==> src/sv/fird_pkg.sv <==
// Shared types and constants for the direct-form FIR filter.
// Holds the transaction structs, register indexes, modes and sequencer states.
// No dependencies.
package fird_pkg;

  localparam int SAMPLE_BITS = 16;
  localparam int ACC_BITS    = 40;
  localparam int PROD_BITS   = 2 * SAMPLE_BITS;
  localparam int TC_BITS     = 7;
  localparam int SH_BITS     = 5;
  localparam int IDX_BITS    = 6;
  localparam int CFG_W       = 7;

  typedef logic [0:0] cfg_idx_t;
  localparam cfg_idx_t CFG_TAP_COUNT = 1'b0;
  localparam cfg_idx_t CFG_OUT_SHIFT = 1'b1;

  localparam logic [1:0] MODE_FEED  = 2'd0;
  localparam logic [1:0] MODE_LOAD  = 2'd1;
  localparam logic [1:0] MODE_CLEAR = 2'd2;

  typedef struct packed {
    logic [1:0]                    mode;
    logic signed [SAMPLE_BITS-1:0] sample;
    logic [IDX_BITS-1:0]           coef_index;
    logic signed [SAMPLE_BITS-1:0] coef_value;
  } in_item_t;

  typedef struct packed {
    logic signed [SAMPLE_BITS-1:0] filtered;
    logic                          saturated;
  } out_item_t;

  typedef enum logic [2:0] {
    S_CLEAR,
    S_IDLE,
    S_MAC,
    S_DRAIN,
    S_SAT
  } state_t;

  typedef struct packed {
    logic clr;
    logic mul_en;
    logic acc_en;
  } mac_ctl_t;

endpackage

==> src/sv/fird_mac.sv <==
// Shared multiply-accumulate unit of the FIR filter.
// Registered product, then 40-bit wrapping accumulator.
// Depends on fird_pkg.
module fird_mac (
  input  logic                                     clk,
  input  fird_pkg::mac_ctl_t                       ctl,
  input  logic signed [fird_pkg::SAMPLE_BITS-1:0]  coef,
  input  logic signed [fird_pkg::SAMPLE_BITS-1:0]  samp,
  output logic signed [fird_pkg::ACC_BITS-1:0]     acc
);
  import fird_pkg::*;

  logic signed [PROD_BITS-1:0] prod_r;
  logic signed [ACC_BITS-1:0]  acc_r;

  always_ff @(posedge clk) begin
    if (ctl.mul_en) begin
      prod_r <= coef * samp;
    end
  end

  always_ff @(posedge clk) begin
    if (ctl.clr) begin
      acc_r <= '0;
    end else if (ctl.acc_en) begin
      acc_r <= acc_r + ACC_BITS'(prod_r);
    end
  end

  assign acc = acc_r;

endmodule

==> src/sv/fir_filter_direct_form.sv <==
// A sample transaction (mode 0) covers min(tap_count, samples fed since the last history
// clear, MAX_TAPS) taps: one shared multiply-accumulate visits one tap per cycle,
// reading coefficient and history memories, then drains, shifts and saturates.
// Coefficient loads, history clears and unused modes are taken while idle and leave the
// block idle. After reset the block zeroes the coefficient memory and stalls input
// meanwhile; configuration writes are taken at any time. A finished result sits in an
// output register, so the next input transaction is accepted while it waits.
// Depends on fird_pkg and fird_mac.
module fir_filter_direct_form #(
  parameter int MAX_TAPS = 64
) (
  input  logic                   clk,
  input  logic                   rst_n,
  input  logic                   in_valid,
  output logic                   in_stall,
  input  fird_pkg::in_item_t     in_data,
  output logic                   out_valid,
  input  logic                   out_stall,
  output fird_pkg::out_item_t    out_data,
  input  logic                   cfg_we,
  input  fird_pkg::cfg_idx_t     cfg_index,
  input  logic [fird_pkg::CFG_W-1:0] cfg_wdata
);
  import fird_pkg::*;

  localparam int AW = (MAX_TAPS > 1) ? $clog2(MAX_TAPS) : 1;
  localparam int CW = $clog2(MAX_TAPS + 1);
  localparam int NW = (CW > TC_BITS) ? CW : TC_BITS;
  localparam logic signed [ACC_BITS-1:0] SAT_HI = ACC_BITS'((1 << (SAMPLE_BITS - 1)) - 1);
  localparam logic signed [ACC_BITS-1:0] SAT_LO = ~SAT_HI;

  state_t state_r, state_nxt;

  logic [TC_BITS-1:0] tap_count_r;
  logic [SH_BITS-1:0] out_shift_r;

  logic [AW-1:0] clr_idx_r;
  logic [AW-1:0] head_r;
  logic [AW-1:0] haddr_r;
  logic [CW-1:0] fill_r;
  logic [CW-1:0] k_r;
  logic [CW-1:0] m_r;
  logic          rd_vld_r;
  logic          mul_vld_r;

  logic signed [SAMPLE_BITS-1:0] hist_mem [MAX_TAPS];
  logic signed [SAMPLE_BITS-1:0] taps_mem [MAX_TAPS];
  logic signed [SAMPLE_BITS-1:0] hist_q_r;
  logic signed [SAMPLE_BITS-1:0] taps_q_r;

  logic signed [ACC_BITS-1:0] acc;
  logic signed [ACC_BITS-1:0] sh_r;

  logic      out_valid_r, out_valid_nxt;
  out_item_t out_data_r;

  logic      accept;
  logic      issue;
  logic      drain_done;
  logic      out_load;
  logic      clr_done;
  mac_ctl_t  mac_ctl;

  logic [AW-1:0] head_inc;
  logic [CW-1:0] fill_inc;
  logic [NW-1:0] tc_ext;
  logic [NW-1:0] fill_ext;
  logic [NW-1:0] idx_ext;
  logic          idx_ok;
  logic          taps_we;
  logic [AW-1:0] taps_waddr;
  logic signed [SAMPLE_BITS-1:0] taps_wdata;
  logic          sat_hi;
  logic          sat_lo;
  out_item_t     res;

  // Control outputs of the sequencer
  always_comb begin
    in_stall   = (state_r != S_IDLE);
    accept     = in_valid && (state_r == S_IDLE);
    issue      = (state_r == S_MAC) && (k_r != m_r);
    drain_done = (state_r == S_DRAIN) && !rd_vld_r && !mul_vld_r;
    out_load   = (state_r == S_SAT) && (!out_valid_r || !out_stall);
    clr_done   = (clr_idx_r == AW'(MAX_TAPS - 1));
    mac_ctl.clr    = accept && (in_data.mode == MODE_FEED);
    mac_ctl.mul_en = rd_vld_r;
    mac_ctl.acc_en = mul_vld_r;
  end

  always_comb begin
    state_nxt = state_r;
    case (state_r)
      S_CLEAR: begin
        if (clr_done) state_nxt = S_IDLE;
      end
      S_IDLE: begin
        if (accept && (in_data.mode == MODE_FEED)) state_nxt = S_MAC;
      end
      S_MAC: begin
        if (k_r == m_r) state_nxt = S_DRAIN;
      end
      S_DRAIN: begin
        if (drain_done) state_nxt = S_SAT;
      end
      S_SAT: begin
        if (out_load) state_nxt = S_IDLE;
      end
      default: state_nxt = S_IDLE;
    endcase
  end

  always_ff @(posedge clk) begin
    if (!rst_n) begin
      state_r <= S_CLEAR;
    end else begin
      state_r <= state_nxt;
    end
  end

  always_ff @(posedge clk) begin
    if (!rst_n) begin
      tap_count_r <= TC_BITS'(64);
      out_shift_r <= SH_BITS'(15);
    end else if (cfg_we) begin
      case (cfg_index)
        CFG_TAP_COUNT: tap_count_r <= cfg_wdata[TC_BITS-1:0];
        CFG_OUT_SHIFT: out_shift_r <= cfg_wdata[SH_BITS-1:0];
        default: ;
      endcase
    end
  end

  always_comb begin
    head_inc = (head_r == AW'(MAX_TAPS - 1)) ? '0 : head_r + 1'b1;
    fill_inc = (fill_r == CW'(MAX_TAPS)) ? fill_r : fill_r + 1'b1;
    tc_ext   = NW'(tap_count_r);
    fill_ext = NW'(fill_inc);
    idx_ext  = NW'(in_data.coef_index);
    idx_ok   = (idx_ext < NW'(MAX_TAPS));
  end

  // History ring, fill count, clear index and read pipeline valids
  always_ff @(posedge clk) begin
    if (!rst_n) begin
      head_r    <= '0;
      fill_r    <= '0;
      clr_idx_r <= '0;
      rd_vld_r  <= 1'b0;
      mul_vld_r <= 1'b0;
    end else begin
      rd_vld_r  <= issue;
      mul_vld_r <= rd_vld_r;
      if (state_r == S_CLEAR) begin
        clr_idx_r <= clr_idx_r + 1'b1;
      end
      if (accept && (in_data.mode == MODE_FEED)) begin
        head_r <= head_inc;
        fill_r <= fill_inc;
      end else if (accept && (in_data.mode == MODE_CLEAR)) begin
        fill_r <= '0;
      end
    end
  end

  always_ff @(posedge clk) begin
    if (accept && (in_data.mode == MODE_FEED)) begin
      haddr_r <= head_inc;
      k_r     <= '0;
      m_r     <= (tc_ext < fill_ext) ? CW'(tc_ext) : CW'(fill_ext);
    end else if (issue) begin
      haddr_r <= (haddr_r == '0) ? AW'(MAX_TAPS - 1) : haddr_r - 1'b1;
      k_r     <= k_r + 1'b1;
    end
  end

  always_ff @(posedge clk) begin
    if (accept && (in_data.mode == MODE_FEED)) begin
      hist_mem[head_inc] <= in_data.sample;
    end
    if (issue) begin
      hist_q_r <= hist_mem[haddr_r];
    end
  end

  always_comb begin
    taps_we    = (state_r == S_CLEAR) || (accept && (in_data.mode == MODE_LOAD) && idx_ok);
    taps_waddr = (state_r == S_CLEAR) ? clr_idx_r : idx_ext[AW-1:0];
    taps_wdata = (state_r == S_CLEAR) ? '0 : in_data.coef_value;
  end

  always_ff @(posedge clk) begin
    if (taps_we) begin
      taps_mem[taps_waddr] <= taps_wdata;
    end
    if (issue) begin
      taps_q_r <= taps_mem[k_r[AW-1:0]];
    end
  end

  fird_mac u_mac (
    .clk  (clk),
    .ctl  (mac_ctl),
    .coef (taps_q_r),
    .samp (hist_q_r),
    .acc  (acc)
  );

  always_ff @(posedge clk) begin
    if (drain_done) begin
      sh_r <= acc >>> out_shift_r;
    end
  end

  always_comb begin
    sat_hi = (sh_r > SAT_HI);
    sat_lo = (sh_r < SAT_LO);
    res.saturated = sat_hi || sat_lo;
    if (sat_hi) begin
      res.filtered = SAT_HI[SAMPLE_BITS-1:0];
    end else if (sat_lo) begin
      res.filtered = SAT_LO[SAMPLE_BITS-1:0];
    end else begin
      res.filtered = sh_r[SAMPLE_BITS-1:0];
    end
  end

  always_comb begin
    if (out_load) begin
      out_valid_nxt = 1'b1;
    end else if (!out_stall) begin
      out_valid_nxt = 1'b0;
    end else begin
      out_valid_nxt = out_valid_r;
    end
  end

  always_ff @(posedge clk) begin
    if (!rst_n) begin
      out_valid_r <= 1'b0;
    end else begin
      out_valid_r <= out_valid_nxt;
    end
  end

  always_ff @(posedge clk) begin
    if (out_load) begin
      out_data_r <= res;
    end
  end

  assign out_valid = out_valid_r;
  assign out_data  = out_data_r;

endmodule

==> config.mk <==
export PLATFORM = sky130hd
export DESIGN_NAME = fir_filter_direct_form
export DESIGN_NICKNAME = d
export VERILOG_FILES = /design/src/sv/fird_pkg.sv /design/src/sv/fird_mac.sv /design/src/sv/fir_filter_direct_form.sv
export SDC_FILE = /design/constraint.sdc
export NUM_CORES = 2
export LEC_CHECK = 0
export ABC_AREA = 0
export BUFFER_PORTS_ARGS = -buffer_cell sky130_fd_sc_hd__buf_2
export CORE_ASPECT_RATIO = 0.5
export CORE_MARGIN = 8
export CORE_UTILIZATION = 57
export CTS_BUF_LIST = sky130_fd_sc_hd__clkbuf_16
export DETAILED_ROUTE_END_ITERATION = 10
export PLACE_DENSITY = 0.86
export SLEW_MARGIN = 0
export SYNTH_ARGS = -nofsm -noshare
export SYNTH_HDL_FRONTEND = slang
export SYNTH_SLANG_ARGS = --single-unit
export TNS_END_PERCENT = 1
==> constraint.sdc <==
create_clock -name clk -period 6.65 [get_ports clk]
set_input_delay 0.665 -clock clk [delete_from_list [all_inputs] [get_ports clk]]
set_output_delay 0.665 -clock clk [all_outputs]
set_load 0.005 [all_outputs]
==> metrics.cfg <==
[logic_synthesis]
synth-edff-count = 2182
ys_ff_latch = 2266
ys.flop_type = edfxtp_1
synth_top_area_share_pct = 65.1
yosysSeqAreaShare_pct = 66.8
async_flop_share_pct = 0
ys_warn_count = 0
synth_cell_types = 78
mappedNetlistArea_um2 = 101000
yosysTopAreaCell = edfxtp_1
synth.most_common_cell = edfxtp_1
syn_avg_cell_area_um2 = 18.2
synth_commonest_cells = 2,182 x edfxtp_1, 660 x mux4_2, 345 x nand2_1
syn_inst = 5526
netlist_top_cells_area = edfxtp_1 65%, mux4_2 15%, fa_1 5.2%
syn-num-nets = 5976

[die]
initial_core_util_pct = 57.2
ios = 72
die_h_um = 313
die_w_um = 610
num_rows = 109
dieArea_um2 = 191000
core_area_um2 = 176000

[detailed_routing]
initialDrtViolationCount = 7305
antenna_left = 0
routed_wirelength_mm = 257
routed-via-count = 54626
drt_drc_violations_left = 156
wire_per_inst_um = 31.1
via_per_inst = 6.59
drtPass1Iterations = 11

[placement]
pre_cts_slack_ns = 0.0291
place.gp.congestion = 0.896
dp_hpwl_mm = 150
io_buffer_count = 71

[cts]
root_buffer = clkbuf_16
clock_path_buffers = 4
cts_buffers = 197
htree_levels = 4
cts_tree = built
clock_latency_ns = 0.88
clkTransAtPathRegs_ns = 0.07
cts_hold_buffers = 0
clock_sinks = 2266

[cells_and_area]
regArea_um2 = 67200
drive_above_1_share_pct = 21.5
final.fill_count = 11369
multi_input_area_um2 = 31200
fin_nets = 6197
syn_to_final_growth_pct = 10.1

[min_path]
worstHoldStart = cfg_wdata[6]
min_path_type = primary input to flop
hold_depth = 3
min_to = tap_count_r[6]

[worst_setup_path]
rrSetupSlack_ns = 0.23
cp_max_fo = 6
critical_path_class = flop to flop
r2r-start = hist_q_r[4]
worstPathArrival_ns = 7.00
end_kind = flop
required_ns = 7.23
r2r-end = u_mac.prod_r[31]
start_kind = flop
reg2reg_depth = 22

[status]
violations = DRC
status = finished with violations

[timing]
setup_viol = 0
min_period_over_period_pct = 96.5
slew_violations = 0
setup_tns_ns = 0
maxSlewHeadroom_pct = 3.31
worstMarginPinSlew_ns = 1.45
fin_ws_ns = 0.230
fin_skew_ns = 0.0664
fmaxAchievable_mhz = 156
finalWorstPathRequiredPeriod_ns = 6.42
report.final.hold_viol_count = 0
rsz0062_at_grt = no

[global_routing]
grtUsageTotal_pct = 26.7
grt_first_pass_wirelength_mm = 378
grt_max_degree = 120
gr-total-overflow = 0
antenna_found_initial = 18
grt_pass1_vias = 56236

[run]
maxCapViolCount = 0

-- sequential cells by signal (all words and copies together) (netlist names), 6 cells and up --
register,count
hist_q_r,16
hist_mem,1024
u_mac.prod_r,32
m_r,7
k_r,7
taps_mem,1024
head_r,6
fill_r,7
tap_count_r,7
haddr_r,6
out_data,17
u_mac.acc,40
clr_idx_r,6
taps_q_r,16
sh_r,40
-- cells in the final DEF, fill, tap and decap left out, types with 121 or more instances in the layout --
master | Yosys | layout
a21oi_1 | 122 | 121
ha_1 | 134 | 134
fa_1 | 263 | 263
buf_4 | 9 | 206
mux4_2 | 660 | 660
clkbuf_16 | 0 | 200
edfxtp_1 | 2182 | 2182
and2_1 | 160 | 144
nand2_1 | 345 | 345
inv_1 | 314 | 359
nor2_1 | 264 | 260
-- how the worst max path moves through the flow --
stage	from	end	slack [ns]
after floorplan	taps_q_r[15]	u_mac.prod_r[31]	0.46
after global placement	taps_q_r[8]	u_mac.prod_r[31]	0.19
after detailed placement	taps_q_r[8]	u_mac.prod_r[31]	0.03
after CTS	taps_q_r[8]	u_mac.prod_r[31]	0.001
after global routing	hist_q_r[4]	u_mac.prod_r[29]	0.006
final	hist_q_r[4]	u_mac.prod_r[31]	0.23
-- per-stage QoR --
stage	instance area, µm²	hold slack (ns)	instances	util, %
3_3_place_gp	105000	0.487	7920	59.4
5_1_grt	111000	0.103	8287	62.9
2_1_floorplan	101000	0.454	5526	-
6_report	111000	0.116	8290	62.9
3_5_place_dp	105000	0.501	7920	59.4
4_1_cts	111000	0.0664	8268	62.8
-- logic make-up (layout without fill, tap and decap cells) --
group | Yosys count | after routing | share of synthesized area (%)
other | 0 | 8 | 0
AO/OA/AOI/OAI | 434 | 434 | 2.72
buffers and inverters | 582 | 952 | 2.31
multiplexers | 782 | 782 | 16.0
flip-flops | 2266 | 2266 | 66.8
AND/OR/NAND/NOR | 966 | 966 | 4.43
XOR/XNOR | 99 | 99 | 0.862
adder cells (fa/ha/maj) | 397 | 397 | 6.90
-- repair_timing --
item,CTS,global route
buffers inserted,0,14
endpoints found under the setup margin,0,7
gates resized for setup,0,5
-- worst max-delay path, stage by stage, from the launching register on --
cell and delay [ns]:
edfxtp_1 0.51, buf_4 0.21, and2_1 0.15, fa_1 0.53, inv_1 0.05, fa_1 0.46, fa_1 0.51, inv_1 0.05
fa_1 0.50, fa_1 0.50, inv_1 0.05, fa_1 0.50, inv_1 0.05, ha_1 0.38, o2111ai_1 0.18, o211ai_1 0.14
a21oi_1 0.15, or3_1 0.35, o211a_1 0.25, nor3_4 0.26, a211o_1 0.17, a21oi_1 0.07, xnor2_1 0.12
-- layout make-up --
type | count | area share [%]
multi-input combinational | 2678 | 28.1
tap | 2386 | 2.70
sequential | 2266 | 60.7
timing repair buffer | 287 | 1.88
clock buffer | 200 | 4.52
clock inverter | 148 | 0.966
antenna | 8 | 0.0181
inverter | 317 | 1.07
-- routing by layer --
layer  part of all wire [%]  vias to the layer above  global-route usage (%)
li1                       -                    21934                       -
met1                     35                    28052                    33.8
met2                     49                     3781                    44.3
met3                     11                      847                    6.05
met4                    5.5                       12                    12.7
met5                  0.072                        -                   0.400
Power is not shown: default switching activity piles up to over one toggle a cycle in this logic, so the estimate is an artifact.
